$ cat src/rtl/core/far_pkg.sv
// ----------------------------------------------------------------------------
// far_pkg
// Shared types and constants of the four-register ALU machine: operation
// codes, payload widths and the command/status bundles between the
// controller and the datapath.
// ----------------------------------------------------------------------------
package far_pkg;

  localparam int DATA_WIDTH_DEF = 32;
  localparam int IMM_W          = 32;
  localparam int VAL_W          = 32;
  localparam int OP_W           = 3;
  localparam int REG_IDX_W      = 2;
  localparam int NUM_REGS       = 4;

  localparam logic [OP_W-1:0] OP_LOAD = 3'd0;
  localparam logic [OP_W-1:0] OP_OUT  = 3'd1;
  localparam logic [OP_W-1:0] OP_MOVE = 3'd2;
  localparam logic [OP_W-1:0] OP_ADD  = 3'd3;
  localparam logic [OP_W-1:0] OP_SUB  = 3'd4;
  localparam logic [OP_W-1:0] OP_MUL  = 3'd5;
  localparam logic [OP_W-1:0] OP_DIV  = 3'd6;

  // Controller to datapath
  typedef struct packed {
    logic latch;      // capture instruction and read both operands
    logic wr_alu;     // write the load, move, add or subtract result
    logic start;      // load the iterative unit
    logic step;       // one multiply or divide iteration
    logic wr_iter;    // write the iterative result
    logic emit_read;  // load the result register with the register value
    logic emit_err;   // load the result register with the error result
  } far_cmd_t;

  // Datapath to controller
  typedef struct packed {
    logic [OP_W-1:0] op;
    logic            b_zero;
    logic            iter_done;
    logic            out_free;
  } far_sts_t;

endpackage

$ cat src/rtl/core/far_if.sv
// ----------------------------------------------------------------------------
// far_in_if / far_out_if
// Valid/ready channels for instructions and results.
// ----------------------------------------------------------------------------
interface far_in_if
  import far_pkg::*;
();
  logic                 valid;
  logic                 ready;
  logic [OP_W-1:0]      operation;
  logic [REG_IDX_W-1:0] dest_reg;
  logic [REG_IDX_W-1:0] src_reg;
  logic signed [IMM_W-1:0] immediate;

  modport source (output valid, operation, dest_reg, src_reg, immediate, input ready);
  modport sink   (input valid, operation, dest_reg, src_reg, immediate, output ready);
endinterface

interface far_out_if
  import far_pkg::*;
();
  logic                    valid;
  logic                    ready;
  logic signed [VAL_W-1:0] read_value;
  logic                    status;

  modport source (output valid, read_value, status, input ready);
  modport sink   (input valid, read_value, status, output ready);
endinterface

$ cat src/rtl/core/far_ctrl.sv
// ----------------------------------------------------------------------------
// far_ctrl
// Instruction sequencer: accept, execute, iterate for multiply and divide.
// ----------------------------------------------------------------------------
module far_ctrl
  import far_pkg::*;
(
  input  logic     clk,
  input  logic     rst_n,
  input  logic     in_valid,
  output logic     in_ready,
  input  far_sts_t sts,
  output far_cmd_t cmd
);

  localparam logic [1:0] ST_IDLE = 2'd0;
  localparam logic [1:0] ST_EXEC = 2'd1;
  localparam logic [1:0] ST_ITER = 2'd2;

  logic [1:0] state_r, state_nxt;

  always_comb begin
    state_nxt = state_r;
    cmd       = '0;
    in_ready  = 1'b0;
    unique case (state_r)
      ST_IDLE: begin
        in_ready  = 1'b1;
        cmd.latch = in_valid;
        if (in_valid) begin
          state_nxt = ST_EXEC;
        end
      end
      ST_EXEC: begin
        unique case (sts.op)
          OP_LOAD, OP_MOVE, OP_ADD, OP_SUB: begin
            cmd.wr_alu = 1'b1;
            state_nxt  = ST_IDLE;
          end
          OP_OUT: begin
            // hold until the result register can take the transaction
            if (sts.out_free) begin
              cmd.emit_read = 1'b1;
              state_nxt     = ST_IDLE;
            end
          end
          OP_MUL: begin
            cmd.start = 1'b1;
            state_nxt = ST_ITER;
          end
          OP_DIV: begin
            if (sts.b_zero) begin
              if (sts.out_free) begin
                cmd.emit_err = 1'b1;
                state_nxt    = ST_IDLE;
              end
            end else begin
              cmd.start = 1'b1;
              state_nxt = ST_ITER;
            end
          end
          default: begin
            // unknown operation: drop
            state_nxt = ST_IDLE;
          end
        endcase
      end
      ST_ITER: begin
        if (sts.iter_done) begin
          cmd.wr_iter = 1'b1;
          state_nxt   = ST_IDLE;
        end else begin
          cmd.step = 1'b1;
        end
      end
      default: begin
        state_nxt = ST_IDLE;
      end
    endcase
  end

  always_ff @(posedge clk) begin
    if (!rst_n) begin
      state_r <= ST_IDLE;
    end else begin
      state_r <= state_nxt;
    end
  end

  a_one_at_a_time: assert property (@(posedge clk) disable iff (!rst_n)
    (in_valid && in_ready) |=> !in_ready)
    else $error("far_ctrl: second instruction accepted while one is in flight");

  a_iter_ends: assert property (@(posedge clk) disable iff (!rst_n)
    (state_r == ST_ITER && sts.iter_done) |=> (state_r == ST_IDLE))
    else $error("far_ctrl: iteration did not finish after its last step");

  a_start_iter: assert property (@(posedge clk) disable iff (!rst_n)
    cmd.start |-> (state_r == ST_EXEC && (sts.op == OP_MUL || sts.op == OP_DIV)))
    else $error("far_ctrl: iterative unit started outside multiply or divide");

endmodule

$ cat src/rtl/core/far_dpath.sv
// ----------------------------------------------------------------------------
// far_dpath
// Register file, operand registers, shared shift-add multiply and restoring
// divide unit, and the result register.
// ----------------------------------------------------------------------------
module far_dpath
  import far_pkg::*;
#(
  parameter int DATA_WIDTH = DATA_WIDTH_DEF
) (
  input  logic                    clk,
  input  logic                    rst_n,
  input  far_cmd_t                cmd,
  output far_sts_t                sts,
  input  logic [OP_W-1:0]         in_operation,
  input  logic [REG_IDX_W-1:0]    in_dest_reg,
  input  logic [REG_IDX_W-1:0]    in_src_reg,
  input  logic signed [IMM_W-1:0] in_immediate,
  input  logic                    out_ready,
  output logic                    out_valid,
  output logic signed [VAL_W-1:0] out_read_value,
  output logic                    out_status
);

  localparam int W  = DATA_WIDTH;
  localparam int CW = $clog2(W + 1);

  // register file: storage without reset, one valid bit per entry
  logic [W-1:0]          rf_mem [NUM_REGS];
  logic [NUM_REGS-1:0]   rf_vld_r;

  logic [OP_W-1:0]       op_r;
  logic [REG_IDX_W-1:0]  dst_r;
  logic [W-1:0]          imm_r;
  logic [W-1:0]          a_raw_r, b_raw_r;
  logic                  a_vld_r, b_vld_r;
  logic [W-1:0]          a_val, b_val;

  // iterative unit
  logic [W-1:0]          x_r, y_r, acc_r;
  logic                  neg_r;
  logic [CW-1:0]         cnt_r;
  logic [W-1:0]          rem_sh;
  logic [W:0]            trial;
  logic [W-1:0]          iter_res;

  logic [W-1:0]          alu_res;
  logic                  wr_en;
  logic [W-1:0]          wr_data;

  logic                  out_valid_r;
  logic [VAL_W-1:0]      out_value_r;
  logic                  out_status_r;

  assign a_val = a_vld_r ? a_raw_r : '0;
  assign b_val = b_vld_r ? b_raw_r : '0;

  always_comb begin
    unique case (op_r)
      OP_LOAD: alu_res = imm_r;
      OP_MOVE: alu_res = b_val;
      OP_ADD:  alu_res = a_val + b_val;
      OP_SUB:  alu_res = a_val - b_val;
      default: alu_res = '0;
    endcase
  end

  assign rem_sh   = {acc_r[W-2:0], y_r[W-1]};
  assign trial    = {1'b0, rem_sh} - {1'b0, x_r};
  assign iter_res = (op_r == OP_MUL) ? acc_r : (neg_r ? (W'(0) - y_r) : y_r);

  assign wr_en   = cmd.wr_alu || cmd.wr_iter;
  assign wr_data = cmd.wr_iter ? iter_res : alu_res;

  always_ff @(posedge clk) begin
    if (wr_en) begin
      rf_mem[dst_r] <= wr_data;
    end
    if (cmd.latch) begin
      a_raw_r <= rf_mem[in_dest_reg];
      b_raw_r <= rf_mem[in_src_reg];
      a_vld_r <= rf_vld_r[in_dest_reg];
      b_vld_r <= rf_vld_r[in_src_reg];
      op_r    <= in_operation;
      dst_r   <= in_dest_reg;
      imm_r   <= W'(in_immediate);
    end
  end

  always_ff @(posedge clk) begin
    if (!rst_n) begin
      rf_vld_r <= '0;
    end else if (wr_en) begin
      rf_vld_r[dst_r] <= 1'b1;
    end
  end

  // multiply: x shifts left, y shifts right, acc sums
  // divide: x holds |b|, y shifts the dividend out and the quotient in
  always_ff @(posedge clk) begin
    if (cmd.start) begin
      acc_r <= '0;
      cnt_r <= '0;
      if (op_r == OP_MUL) begin
        x_r   <= a_val;
        y_r   <= b_val;
        neg_r <= 1'b0;
      end else begin
        x_r   <= b_val[W-1] ? (W'(0) - b_val) : b_val;
        y_r   <= a_val[W-1] ? (W'(0) - a_val) : a_val;
        neg_r <= a_val[W-1] ^ b_val[W-1];
      end
    end else if (cmd.step) begin
      cnt_r <= cnt_r + CW'(1);
      if (op_r == OP_MUL) begin
        acc_r <= acc_r + (y_r[0] ? x_r : '0);
        x_r   <= {x_r[W-2:0], 1'b0};
        y_r   <= {1'b0, y_r[W-1:1]};
      end else if (!trial[W]) begin
        acc_r <= trial[W-1:0];
        y_r   <= {y_r[W-2:0], 1'b1};
      end else begin
        acc_r <= rem_sh;
        y_r   <= {y_r[W-2:0], 1'b0};
      end
    end
  end

  // result register
  always_ff @(posedge clk) begin
    if (!rst_n) begin
      out_valid_r <= 1'b0;
    end else if (cmd.emit_read || cmd.emit_err) begin
      out_valid_r <= 1'b1;
    end else if (out_ready) begin
      out_valid_r <= 1'b0;
    end
  end

  always_ff @(posedge clk) begin
    if (cmd.emit_read) begin
      out_value_r  <= VAL_W'($signed(a_val));
      out_status_r <= 1'b0;
    end else if (cmd.emit_err) begin
      out_value_r  <= '0;
      out_status_r <= 1'b1;
    end
  end

  assign out_valid      = out_valid_r;
  assign out_read_value = out_value_r;
  assign out_status     = out_status_r;

  assign sts.op        = op_r;
  assign sts.b_zero    = (b_val == '0);
  assign sts.iter_done = (cnt_r == CW'(W));
  assign sts.out_free  = !out_valid_r || out_ready;

  a_err_result: assert property (@(posedge clk) disable iff (!rst_n)
    cmd.emit_err |=> (out_valid_r && out_status_r && out_value_r == '0))
    else $error("far_dpath: division by zero result malformed");

  a_read_status: assert property (@(posedge clk) disable iff (!rst_n)
    cmd.emit_read |=> (out_valid_r && !out_status_r))
    else $error("far_dpath: register read flagged as error");

  a_iter_count: assert property (@(posedge clk) disable iff (!rst_n)
    cmd.wr_iter |-> (cnt_r == CW'(W)))
    else $error("far_dpath: iterative result written before all steps");

endmodule

$ cat src/rtl/core/four_register_alu_machine_core.sv
// ----------------------------------------------------------------------------
// four_register_alu_machine_core
// Four-register ALU machine: one instruction per transaction on AX..DX.
// ----------------------------------------------------------------------------
// Each input transaction carries one instruction that acts on four signed
// DATA_WIDTH-bit registers (AX, BX, CX, DX), all zero after reset. Load,
// move, add and subtract are written back from the execute state; output
// and a divide by zero also wait there for the result register to drain.
// Multiply and divide go on from the execute state to the iterate state:
// one shared shift-add / restoring-divide unit retires one bit per cycle.
// Only one instruction is in flight at a time, but a result waiting in the
// output register does not block instructions that produce none. Results
// arrive in instruction order; the error result of a divide by zero reads
// as zero with status set and leaves the destination untouched.
// ----------------------------------------------------------------------------
module four_register_alu_machine_core
  import far_pkg::*;
#(
  parameter int DATA_WIDTH = DATA_WIDTH_DEF
) (
  input  logic      clk,
  input  logic      rst_n,
  far_in_if.sink    in_ch,
  far_out_if.source out_ch
);

  far_cmd_t cmd;
  far_sts_t sts;

  // sequencer: accept, decode, iterate
  far_ctrl u_ctrl (
    .clk      (clk),
    .rst_n    (rst_n),
    .in_valid (in_ch.valid),
    .in_ready (in_ch.ready),
    .sts      (sts),
    .cmd      (cmd)
  );

  // register file, arithmetic and the result register
  far_dpath #(
    .DATA_WIDTH (DATA_WIDTH)
  ) u_dpath (
    .clk            (clk),
    .rst_n          (rst_n),
    .cmd            (cmd),
    .sts            (sts),
    .in_operation   (in_ch.operation),
    .in_dest_reg    (in_ch.dest_reg),
    .in_src_reg     (in_ch.src_reg),
    .in_immediate   (in_ch.immediate),
    .out_ready      (out_ch.ready),
    .out_valid      (out_ch.valid),
    .out_read_value (out_ch.read_value),
    .out_status     (out_ch.status)
  );

endmodule

$ cat src/flat_wrapper.sv
// flat-port wrapper written by rule: the top's interface ports become plain ports
module four_register_alu_machine_core_flat import far_pkg::*;
#(
  parameter int DATA_WIDTH = DATA_WIDTH_DEF
)
  (clk, rst_n, in_ch_valid, in_ch_operation, in_ch_dest_reg, in_ch_src_reg, in_ch_immediate, in_ch_ready, out_ch_valid, out_ch_read_value, out_ch_status, out_ch_ready);
  far_in_if in_ch_i ();
  far_out_if out_ch_i ();
  input  logic clk;
  input  logic rst_n;
  input wire logic [$bits(in_ch_i.valid)-1:0] in_ch_valid;
  input wire logic [$bits(in_ch_i.operation)-1:0] in_ch_operation;
  input wire logic [$bits(in_ch_i.dest_reg)-1:0] in_ch_dest_reg;
  input wire logic [$bits(in_ch_i.src_reg)-1:0] in_ch_src_reg;
  input wire logic [$bits(in_ch_i.immediate)-1:0] in_ch_immediate;
  output wire logic [$bits(in_ch_i.ready)-1:0] in_ch_ready;
  output wire logic [$bits(out_ch_i.valid)-1:0] out_ch_valid;
  output wire logic [$bits(out_ch_i.read_value)-1:0] out_ch_read_value;
  output wire logic [$bits(out_ch_i.status)-1:0] out_ch_status;
  input wire logic [$bits(out_ch_i.ready)-1:0] out_ch_ready;
  assign in_ch_i.valid = in_ch_valid;
  assign in_ch_i.operation = in_ch_operation;
  assign in_ch_i.dest_reg = in_ch_dest_reg;
  assign in_ch_i.src_reg = in_ch_src_reg;
  assign in_ch_i.immediate = in_ch_immediate;
  assign in_ch_ready = in_ch_i.ready;
  assign out_ch_valid = out_ch_i.valid;
  assign out_ch_read_value = out_ch_i.read_value;
  assign out_ch_status = out_ch_i.status;
  assign out_ch_i.ready = out_ch_ready;
  four_register_alu_machine_core #(.DATA_WIDTH(DATA_WIDTH)) u_core (.clk(clk), .rst_n(rst_n), .in_ch(in_ch_i), .out_ch(out_ch_i));
endmodule
$ cat config.mk
export PLATFORM = sky130hd
export DESIGN_NAME = four_register_alu_machine_core_flat
export DESIGN_NICKNAME = d
export VERILOG_FILES = /design/src/rtl/core/far_pkg.sv /design/src/rtl/core/far_if.sv /design/src/rtl/core/far_ctrl.sv /design/src/rtl/core/far_dpath.sv /design/src/rtl/core/four_register_alu_machine_core.sv /design/src/flat_wrapper.sv
export SDC_FILE = /design/constraint.sdc
export NUM_CORES = 1
export LEC_CHECK = 0
export ABC_AREA = 1
export BUFFER_PORTS_ARGS = -buffer_cell sky130_fd_sc_hd__buf_2
export CELL_PAD_IN_SITES_DETAIL_PLACEMENT = 2
export CELL_PAD_IN_SITES_GLOBAL_PLACEMENT = 2
export CORE_AREA = 2 2 278 280
export CTS_CLUSTER_SIZE = 16
export DETAILED_ROUTE_END_ITERATION = 16
export DIE_AREA = 0 0 280 282
export PLACE_DENSITY_LB_ADDON = 0.08
export SLEW_MARGIN = 20
export SYNTH_ARGS = -nofsm -noshare
export SYNTH_HDL_FRONTEND = slang
export SYNTH_HIERARCHICAL = 1
export SYNTH_SLANG_ARGS = --single-unit
$ cat constraint.sdc
create_clock -name clk -period 7.1 [get_ports clk]
set_clock_uncertainty 0.05 [all_clocks]
set_input_delay 0.355 -clock clk [delete_from_list [all_inputs] [get_ports clk]]
set_output_delay 0.355 -clock clk [all_outputs]
set_load 0.01 [all_outputs]
==> reports/qor.yml, run 1 <==
drt:
  routed_wl_um: 126700
  viasPerCell: 5.642
  drt_iter0_markers: 1794
  ant_nets: 0
  drc: 0
  wl_per_cell_um: 25.11
  vias: 28480
  first_pass_iters: 6
outcome:
  status: "finished, final reports clean"
grt:
  first_global_vias: 30280
  gr-total-overflow: 0
  grt_util_all_layers_pct: 31.82
  grt_max_degree: 69
  grt_pass1_wl_um: 188700
  antenna_found_initial: 2
die:
  die_y_um: 282
  io_pins: 78
  die_area_sq_mm: 0.07896
  fp.dieW_um: 280
  initial_utilization_pct: 36.80
  coreArea_sq_mm: 0.07570
  num_rows: 101
cts:
  clock-sinks: 374
  numCtsBuffers: 47
  clock_latency_ns: 0.62
  cts_tree: "yes"
  h-tree-depth: 2
  ctsResizeCount: 0
  root_buffer: "clkbuf_16"
  clk_path_buf_depth: 3
  ctsHoldBuffers: 36
  cts.clk_slew.worst_paths_ns: 0.06
  post_cts_buffers: 0
setup_path:
  startpoint_type: "register"
  cp.arrival_ns: 5.14
  cp.required_ns: 7.13
  path_cells: "buf_4 -> nand2_1 -> nand2_1 -> nor2_1 -> nand4_1 -> nor2_1 -> nand2_1 -> nor2_1 -> inv_1 -> nand2_1 -> nand2_1 -> nand2_2 -> inv_2 -> inv_2 -> nand2_2"
  crit_start: "u_core/u_dpath/b_vld_r"
  slowest_stage: "edfxtp_1"
  endpoint_kind: "register"
  r2r_cells: 15
  path_common_cell: "nand2_1"
  path_max_fanout: 35
  crit_type: "register to register"
  r2r-start: "u_core/u_dpath/b_vld_r"
  slowest_delay_ns: 0.80
layout:
  layout_common_cells: "1133 x nand2_1, 508 x inv_1, 454 x nor2_1"
  drive_gt1_share_pct: 7.740
  diodes: 0
  areaGrowthSynthToFinish_pct: 11.69
  final_common_cell: "nand2_1"
  nets: 4178
  final_cells: 5048
  finish.instance_area_sq_mm: 0.03111
power:
  cellPowerDensity_mw_per_mm2: 284.1
  power.total_mw: 8.839
  p_leak_nw: 14.40
  ir_worst_vdd_mv: 0.2898
yosys:
  syn_avg_cell_area_sq_um: 7.001
  yosysSeqAreaShare_pct: 38.67
  syn-cell-area_sq_mm: 0.02786
  yosysTopAreaCell: "edfxtp_1"
  ys_async_sr_fraction_pct: 0
  synth_ff_type: "edfxtp_1"
  synth_edf_count: 328
  synth.net_count: 4125
  synth.distinct_cells: 64
  syn_inst: 3979
  synth_seq_cells: 374
  yosys_warnings: 6
  yosys.area.top_type_share_pct: 35.36
  ys_top_cells_by_area: "edfxtp_1 35%, nand2_1 15%, inv_1 6.9%"
placement:
  place_inst: 4925
  dpl_cell_area_sq_mm: 0.02917
  io_buffers: 77
  gp_congestion: 0.9623
  hpwl_um: 97760
worst_hold_path:
  holdPathStages: 5
  holdCritPathClass: "primary input to register"
  min_from: "in_ch_valid"
sta:
  tns_ns: 0
  fin_crit_sh_pct: 71.95
  slew_viol_final: 0
  hold_violations: 0
  max_slew_margin_pct: 26.45
  worst_pin_slew_ns: 1.099
  setup_viol: 0
  max_freq_ghz: 0.1958
  rsz0062_at_grt: "no"
  min_period_ns: 5.108
job:
  drv_cap: 0
## critical path: cells and delay by family (launching register included)
family,cells,cell delay (ns)
flip-flops,1,0.80
buffers and inverters,4,1.37
AND/OR/NAND/NOR,11,2.25
## metal layers
layer	up-vias	wire length [um]	track usage, %
met5	-	13	0
met4	2	3716	9.009
met3	157	5668	3.588
met2	596	61450	55.57
met1	14450	55900	41.47
li1	13270	-	-
## worst paths after layout
kind | endpoint | slack, ns
min | u_core/u_ctrl/state_r[0] | 0.14
max reg2reg | u_core/u_dpath/y_r[30] | 1.99
max | u_core/u_dpath/y_r[30] | 1.99
min reg2reg | u_core/u_dpath/out_status | 0.42
## metrics by stage
| stage | hold slack [ns] | setup slack (ns) | util, % |
|---|---|---|---|
| 2_1_floorplan | 0.4021 | 1.711 | - |
| 3_3_place_gp | 0.4067 | 2.199 | 38.54 |
| 3_5_place_dp | 0.4066 | 2.035 | 38.54 |
| 4_1_cts | 0.1328 | 1.965 | 41.10 |
| 5_1_grt | 0.1560 | 1.704 | 41.10 |
| 6_report | 0.1367 | 1.992 | 41.10 |
## state kept, by name, summed over array words and instances (netlist names)
name,flops
u_core/u_dpath/b_vld_r,1
u_core/u_dpath/a_raw_r,32
u_core/u_dpath/y_r,32
u_core/u_dpath/x_r,32
u_core/u_dpath/rf_vld_r,4
u_core/u_ctrl/state_r,2
u_core/u_dpath/dst_r,2
u_core/u_dpath/out_valid,1
u_core/u_dpath/cnt_r,6
u_core/u_dpath/op_r,3
u_core/u_dpath/out_read_value,32
u_core/u_dpath/rf_mem,128
u_core/u_dpath/a_vld_r,1
u_core/u_dpath/b_raw_r,32
u_core/u_dpath/imm_r,32
u_core/u_dpath/acc_r,32
u_core/u_dpath/out_status,1
u_core/u_dpath/neg_r,1
## where the power goes
part	internal, mW	total (mW)	switching [mW]
combinational	0.990	3.43	2.44
sequential	2.67	2.93	0.260
clock	1.44	2.48	1.04
total	5.10	8.84	3.73
## final cells by class
type                       instances  area, sq um
fill                            8971        44590
multi-input combinational       2919        14480
sequential                       374        10770
inverter                         540         2033
clock buffer                      59         1292
tap                              978         1224
timing repair buffer             150         1023
clock inverter                    28        285.3
## kinds of logic after synthesis
logic type	Yosys count	synth area share [%]
AO/OA/AOI/OAI	759	14.97
XOR/XNOR	39	1.226
adder cells (fa/ha/maj)	103	4.707
buffers and inverters	686	9.585
flip-flops	374	38.67
AND/OR/NAND/NOR	2018	30.85
## synth_stat cells (all sizes together), types with 46 or more instances
cell / number
clkbuf: 106
nor3: 59
nand3: 213
o22ai: 74
dfxtp: 46
edfxtp: 328
nand4: 55
a21oi: 219
nor2: 470
ha: 100
inv: 533
o21ai: 373
nand2: 1174
Power figures use the tool's default switching activity.
==> run 2, diff against run 1 <==
- CORE_AREA: 2 2 278 280 -> 2 2 294 296
- DIE_AREA: 0 0 280 282 -> 0 0 296 298
- clock period: 7.1 -> 4.3 ns (I/O delays scaled with it)
==> reports/qor.yml, run 2 (same netlist as run 1, synthesis figures left out) <==
setup_path:
  path_common_cell: "nand2_1"
  startpoint_type: "register"
  slowest_stage: "ha_2"
  cp.arrival_ns: 4.35  # -0.79 ns
  path_cells: "buf_4 -> clkbuf_16 -> nand2_8 -> nand3_4 -> nor3_4 -> nand2_2 -> inv_2 -> nand2_1 -> nand2_1 -> nand2_1 -> nand2_1 -> o21ai_0 -> ha_2 -> nand2_1 -> nor2_1 -> inv_1 -> nor2_1 -> nand2_1 -> nand2_1 -> nand2_1 -> nand3_1 -> nand3_1 -> nand2_1 -> nand2_1"
  r2r_slack_ns: 0.20  # -1.79 ns
  cp.required_ns: 4.55  # -2.58 ns
  path_delay_family: "simple AND/OR/NAND/NOR gates"
  endpoint_kind: "register"
  slowest_delay_ns: 0.40  # -0.40 ns
  path_buf_inv: 4  # unchanged
  path_max_fanout: 15  # -57%
  crit_type: "register to register"
drt:
  wl_per_cell_um: 24.15  # -3.8%
  vias: 28050  # -1.5%
  ant_nets: 0  # unchanged
  routed_wl_um: 127000  # +0.16%
  drc: 0  # unchanged
  drt_iter0_markers: 1632  # -9.0%
  viasPerCell: 5.335  # -5.4%
  first_pass_iters: 5  # -1
grt:
  antenna_found_initial: 4  # +2
  first_global_vias: 29980  # -0.99%
  grt_util_all_layers_pct: 28.42  # -3.4 points
  grt_max_degree: 76  # +10%
  grt_pass1_wl_um: 188500  # -0.10%
  gr-usage-met3_pct: 3.059  # -0.53 points
  gr-total-overflow: 0  # unchanged
  gr-usage-met1_pct: 37.53  # -3.9 points
  busiest_layer: "met2"
  grt_util_met2_pct: 48.78  # -6.8 points
layout:
  final_cells: 5258  # +4.2%
  multi_input_area_sq_mm: 0.01460  # +0.79%
  diodes: 0  # unchanged
  layout_common_cells: "1125 x nand2_1, 508 x inv_1, 448 x nor2_1"
  drive_gt1_share_pct: 9.358  # +1.6 points
  n_fill_cell: 10230  # +14%
  regArea_sq_mm: 0.01077  # unchanged
  final_common_cell: "nand2_1"
  areaGrowthSynthToFinish_pct: 14.50
  largest_reg_flops: 128  # unchanged
  fin_util_pct: 37.58  # -3.5 points
  nets: 4224  # +1.1%
  largest-register: "u_core/u_dpath/rf_mem"
die:
  die_y_um: 298  # +5.7%
  die_area_sq_mm: 0.08821  # +12%
  num_rows: 107  # +5.9%
  io_pins: 78  # unchanged
  coreArea_sq_mm: 0.08488  # +12%
  fp.dieW_um: 296  # +5.7%
  initial_utilization_pct: 32.82  # -4.0 points
placement:
  place_inst: 5132  # +4.2%
  gp_congestion: 0.9403  # -2.3%
  hpwl_um: 100000  # +2.3%
  io_buffers: 77  # unchanged
  dp_slack_ns: -0.07697  # -2.112 ns
sta:
  min_period_ns: 4.099  # -1.009 ns
  hold_violations: 0  # unchanged
  setup_slack_ns: 0.2010  # -1.791 ns
  max_slew_margin_pct: 34.69  # +8.2 points
  worst_pin_slew_ns: 0.9786  # -0.1208 ns
  setup_viol: 0  # unchanged
  whs_ns: 0.2492  # +0.1125 ns
  max_freq_ghz: 0.2440  # +25%
  tns_ns: 0  # unchanged
  slew_viol_final: 0  # unchanged
  fin_crit_sh_pct: 95.33  # +23 points
outcome:
  status: "finished, final reports clean"
cts:
  cts.clk_slew.worst_paths_ns: 0.06  # about the same
  root_buffer: "clkbuf_16"
  h-tree-depth: 2  # unchanged
  clock_latency_ns: 0.61  # about the same
  numCtsBuffers: 46  # -2.1%
  clock-sinks: 374  # unchanged
  clk_path_buf_depth: 3  # unchanged
  cts_tree: "yes"
power:
  p_leak_nw: 14.67  # +1.9%
  cellPowerDensity_mw_per_mm2: 458.2  # +61%
  ir_worst_vdd_mv: 0.3530  # +22%
job:
  drv_cap: 0  # unchanged
worst_hold_path:
  holdCritPathClass: "primary input to register"
run 2: changes by cell type in the layout (fill, tap and decap cells not counted), sizes merged:
cell | before | now
buf | 114 | 157
bufinv | 4 | 6
clkbuf | 59 | 55
clkinv | 23 | 24
clkinvlp | 3 | 4
dlygate4sd3 | 36 | 39
inv | 538 | 536
run 2: path summary, 6_finish.rpt:
check / start / end / cells after the start
setup / recovery: u_core/u_dpath/b_vld_r / u_core/u_dpath/rf_mem[2][20] / 24
hold / removal: in_ch_dest_reg[1] / u_core/u_dpath/a_raw_r[14] / 3
setup reg to reg: u_core/u_dpath/b_vld_r / u_core/u_dpath/rf_mem[2][20] / 24
hold reg to reg: u_core/u_dpath/out_status / u_core/u_dpath/out_status / 2
run 2: routing by layer:
metal,share of wire [%],vias up,wire (um)
met5,0.0095,-,12
met2,48,519,61140
met1,45,14010,57110
li1,-,13350,-
met3,3.7,176,4718
met4,3.1,2,3972
run 2: layout make-up:
class / instances / area share, %
tap: 1144 / 4.488
multi-input combinational: 2919 / 45.76
timing repair buffer: 197 / 4.747
clock buffer: 54 / 3.734
inverter: 540 / 6.375
sequential: 374 / 33.77
clock inverter: 30 / 1.126
run 2: through the flow:
stage / instance area (sq um) / power (mW)
detailed placement: 29800 / 10.54
floorplan: 27860 / 8.493
global placement: 29800 / 10.39
global route: 31900 / 15.56
finish: 31900 / 14.61
CTS: 31750 / 14.70
run 2: power by group:
group	total (mW)	switching, mW	internal [mW]	leakage [nW]
clock network	4.06	1.70	2.36	0.749
logic	5.72	4.00	1.72	10.4
registers	4.84	0.429	4.41	3.48
run 2: what timing repair did:
| item | 4_1_cts | 5_1_grt |
|---|---|---|
| gates resized for setup | 3 | 31 |
| hold buffers | 39 | 0 |
| cloned | 0 | 1 |
| endpoints found under the setup margin | 8 | 52 |
| endpoints found under the hold margin | 42 | 0 |
| setup buffers | 0 | 2 |
| pin swaps | 0 | 4 |
run 2: tightest hold or removal path: stages:
cell	delay (ns)
buf_2	0.26
o21ai_0	0.16
o22ai_1	0.08
==> run 3, diff against run 2 <==
- CORE_AREA: 2 2 294 296 -> 2 2 278 280
- DIE_AREA: 0 0 296 298 -> 0 0 280 282
- clock period: 4.3 -> 4 ns (I/O delays scaled with it)
==> reports/qor.yml, run 3 (same netlist as run 1, synthesis figures left out) <==
outcome:
  status: "complete, but fails checks"
  violations: "negative setup slack"
die:
  num_rows: 101  # -5.6%
  io_pins: 78  # unchanged
  initial_utilization_pct: 36.80  # +4.0 points
  coreArea_sq_mm: 0.07570  # -11%
  die_y_um: 282  # -5.4%
  die_area_sq_mm: 0.07896  # -10%
  fp.dieW_um: 280  # -5.4%
grt:
  gr-total-overflow: 0  # unchanged
  grt_pass1_wl_um: 192500  # +2.1%
  grt_max_degree: 83  # +9.2%
  first_global_vias: 30790  # +2.7%
  grt_util_all_layers_pct: 32.36  # +3.9 points
  antenna_found_initial: 4  # unchanged
cts:
  numCtsBuffers: 45  # -2.2%
  clock-sinks: 374  # unchanged
  cts.clk_slew.worst_paths_ns: 0.07  # about the same
  clk_path_buf_depth: 3  # unchanged
  cts_tree: "yes"
  root_buffer: "clkbuf_16"
  h-tree-depth: 2  # unchanged
  clock_latency_ns: 0.61  # about the same
drt:
  met2_length_um: 64070  # +4.8%
  wl_per_cell_um: 25.39  # +5.2%
  viasPerCell: 5.668  # +6.2%
  drc: 0  # unchanged
  first_pass_iters: 5  # unchanged
  wl_met1_um: 56870  # -0.42%
  wl_met3_um: 5443  # +15%
  routed_wl_um: 130600  # +2.9%
  vias: 29150  # +3.9%
  ant_nets: 0  # unchanged
  top_layer: "met5"
  drt_iter0_markers: 1994  # +22%
sta:
  fin_crit_sh_pct: 100.2  # +4.9 points
  setup_slack_ns: -0.008775  # -0.2098 ns
  max_slew_margin_pct: 18.95  # -16 points
  rsz0062_at_grt: "yes"
  worst_pin_slew_ns: 1.203  # +0.2244 ns
  hold_violations: 0  # unchanged
  slew_viol_final: 0  # unchanged
  setup_viol: 4  # +4
  min_period_ns: 4.009  # -0.09023 ns
  tns_ns: -0.03215  # -0.03215 ns
  max_freq_ghz: 0.2495  # +2.3%
setup_path:
  r2r_slack_ns: -0.009  # -0.21 ns
  cp.required_ns: 4.27  # -0.28 ns
  path_cells: "buf_6 -> buf_4 -> nand2_2 -> inv_2 -> nor3_1 -> nand2_1 -> nor2_1 -> nand2_1 -> nand2_1 -> nand2_1 -> o21ai_0 -> ha_1 -> a21oi_1 -> o21ai_1 -> a21oi_1 -> nand2_2 -> or2_2 -> nand3_1 -> nand3_1 -> nand2_1 -> nand2_1"
  cp.arrival_ns: 4.28  # -0.07 ns
  cp_num_cells: 21  # -13%
  path_common_cell: "nand2_1"
  path_buf_inv: 3  # -1
  endpoint_kind: "register"
  path_delay_family: "simple AND/OR/NAND/NOR gates"
  slowest_delay_ns: 0.41  # about the same
  slowest_stage: "edfxtp_1"
  r2r_cells: 21  # -13%
  crit_type: "register to register"
  startpoint_type: "register"
  path_max_fanout: 8  # -7
power:
  power_frac_seq_pct: 32.6  # -0.5 points
  ir_worst_vdd_mv: 0.3729  # +5.6%
  swShare_pct: 42.75  # +0.83 points
  power_frac_comb_pct: 41.3  # +2.2 points
  power.total_mw: 15.89  # +8.8%
  intPower_mw: 9.100  # +7.2%
  power_switching_mw: 6.795  # +11%
  p_leak_nw: 14.98  # +2.1%
  pwr-share-clk_pct: 26.1  # -1.6 points
  cellPowerDensity_mw_per_mm2: 487.7  # +6.4%
layout:
  drive_gt1_share_pct: 13.04  # +3.7 points
  final_common_cell: "nand2_1"
  largest-register: "u_core/u_dpath/rf_mem"
  largest_reg_flops: 128  # unchanged
  fin_util_pct: 43.05  # +5.5 points
  nets: 4274  # +1.2%
  n_fill_cell: 8880  # -13%
  layout_common_cells: "1086 x nand2_1, 503 x inv_1, 425 x nor2_1"
  areaGrowthSynthToFinish_pct: 16.99
  final_cells: 5143  # -2.2%
placement:
  place_inst: 4993  # -2.7%
  gp_congestion: 0.9417  # +0.15%
  hpwl_um: 99940  # about the same
  io_buffers: 77  # unchanged
job:
  drv_cap: 0  # unchanged
worst_hold_path:
  holdCritPathClass: "primary input to register"
  holdPathStages: 2  # -1
-- run 3: layout make-up --
cell class | instances | area, sq um | area share [%]
multi-input cells | 2919 | 15120 | 46.39
flip-flops and latches | 374 | 10770 | 33.05
inverters | 540 | 2039 | 6.258
repair buffers | 248 | 1972 | 6.051
well taps | 978 | 1224 | 3.755
clock buffers | 53 | 1186 | 3.640
clock inverters | 30 | 277.8 | 0.8523
diodes | 1 | 2.502 | 0.007679
-- run 3: worst register-to-register path, cell delays in order (launching register included) --
cell and delay [ns]:
edfxtp_1 0.41, buf_6 0.19, buf_4 0.19, nand2_2 0.10, inv_2 0.11, nor3_1 0.21
nand2_1 0.09, nor2_1 0.23, nand2_1 0.13, nand2_1 0.11, nand2_1 0.05, o21ai_0 0.09
ha_1 0.33, a21oi_1 0.24, o21ai_1 0.14, a21oi_1 0.22, nand2_2 0.17, or2_2 0.32
nand3_1 0.09, nand3_1 0.09, nand2_1 0.07, nand2_1 0.12
-- run 3: timing repair --
action | CTS | global route
pin swaps | 2 | 56
endpoints found under the hold margin | 42 | 0
hold buffers | 38 | 0
endpoints found under the setup margin | 52 | 92
gates resized for setup | 20 | 176
cloned | 1 | 1
setup buffers | 2 | 24
-- run 3: stage by stage --
stage               hold WS (ns)  area [sq um]  setup WS (ns)
floorplan                 0.2489         27860      -0.002711
global placement          0.3261         29830        -0.1984
detailed placement        0.3287         29830        -0.2420
global route              0.2017         32590        -0.2607
finish                    0.2204         32590      -0.008775
CTS                       0.1825         31790       0.001060
-- run 3: routing by layer --
layer | global-route usage, % | vias up
met5 | 0 | -
met4 | 9.406 | 4
met3 | 3.215 | 213
met2 | 57.64 | 728
met1 | 41.45 | 14760
li1 | - | 13450
-- run 3: worst paths after layout --
check | from | end
setup reg to reg | u_core/u_dpath/b_vld_r | u_core/u_dpath/rf_mem[3][14]
setup / recovery | u_core/u_dpath/b_vld_r | u_core/u_dpath/rf_mem[3][14]
hold / removal | in_ch_dest_reg[1] | u_core/u_dpath/dst_r[1]
hold reg to reg | u_core/u_dpath/cnt_r[0] | u_core/u_dpath/cnt_r[0]
-- run 3: power groups by stage --
| stage | sequential (mW) | combinational, mW | clock [mW] |
|---|---|---|---|
| after floorplan | 5.04 | 4.10 | 0 |
| after global placement | 5.24 | 5.93 | 0 |
| after detailed placement | 5.25 | 6.12 | 0 |
| after CTS | 5.17 | 6.24 | 4.21 |
| after global routing | 5.22 | 7.22 | 4.35 |
| final | 5.19 | 6.56 | 4.15 |
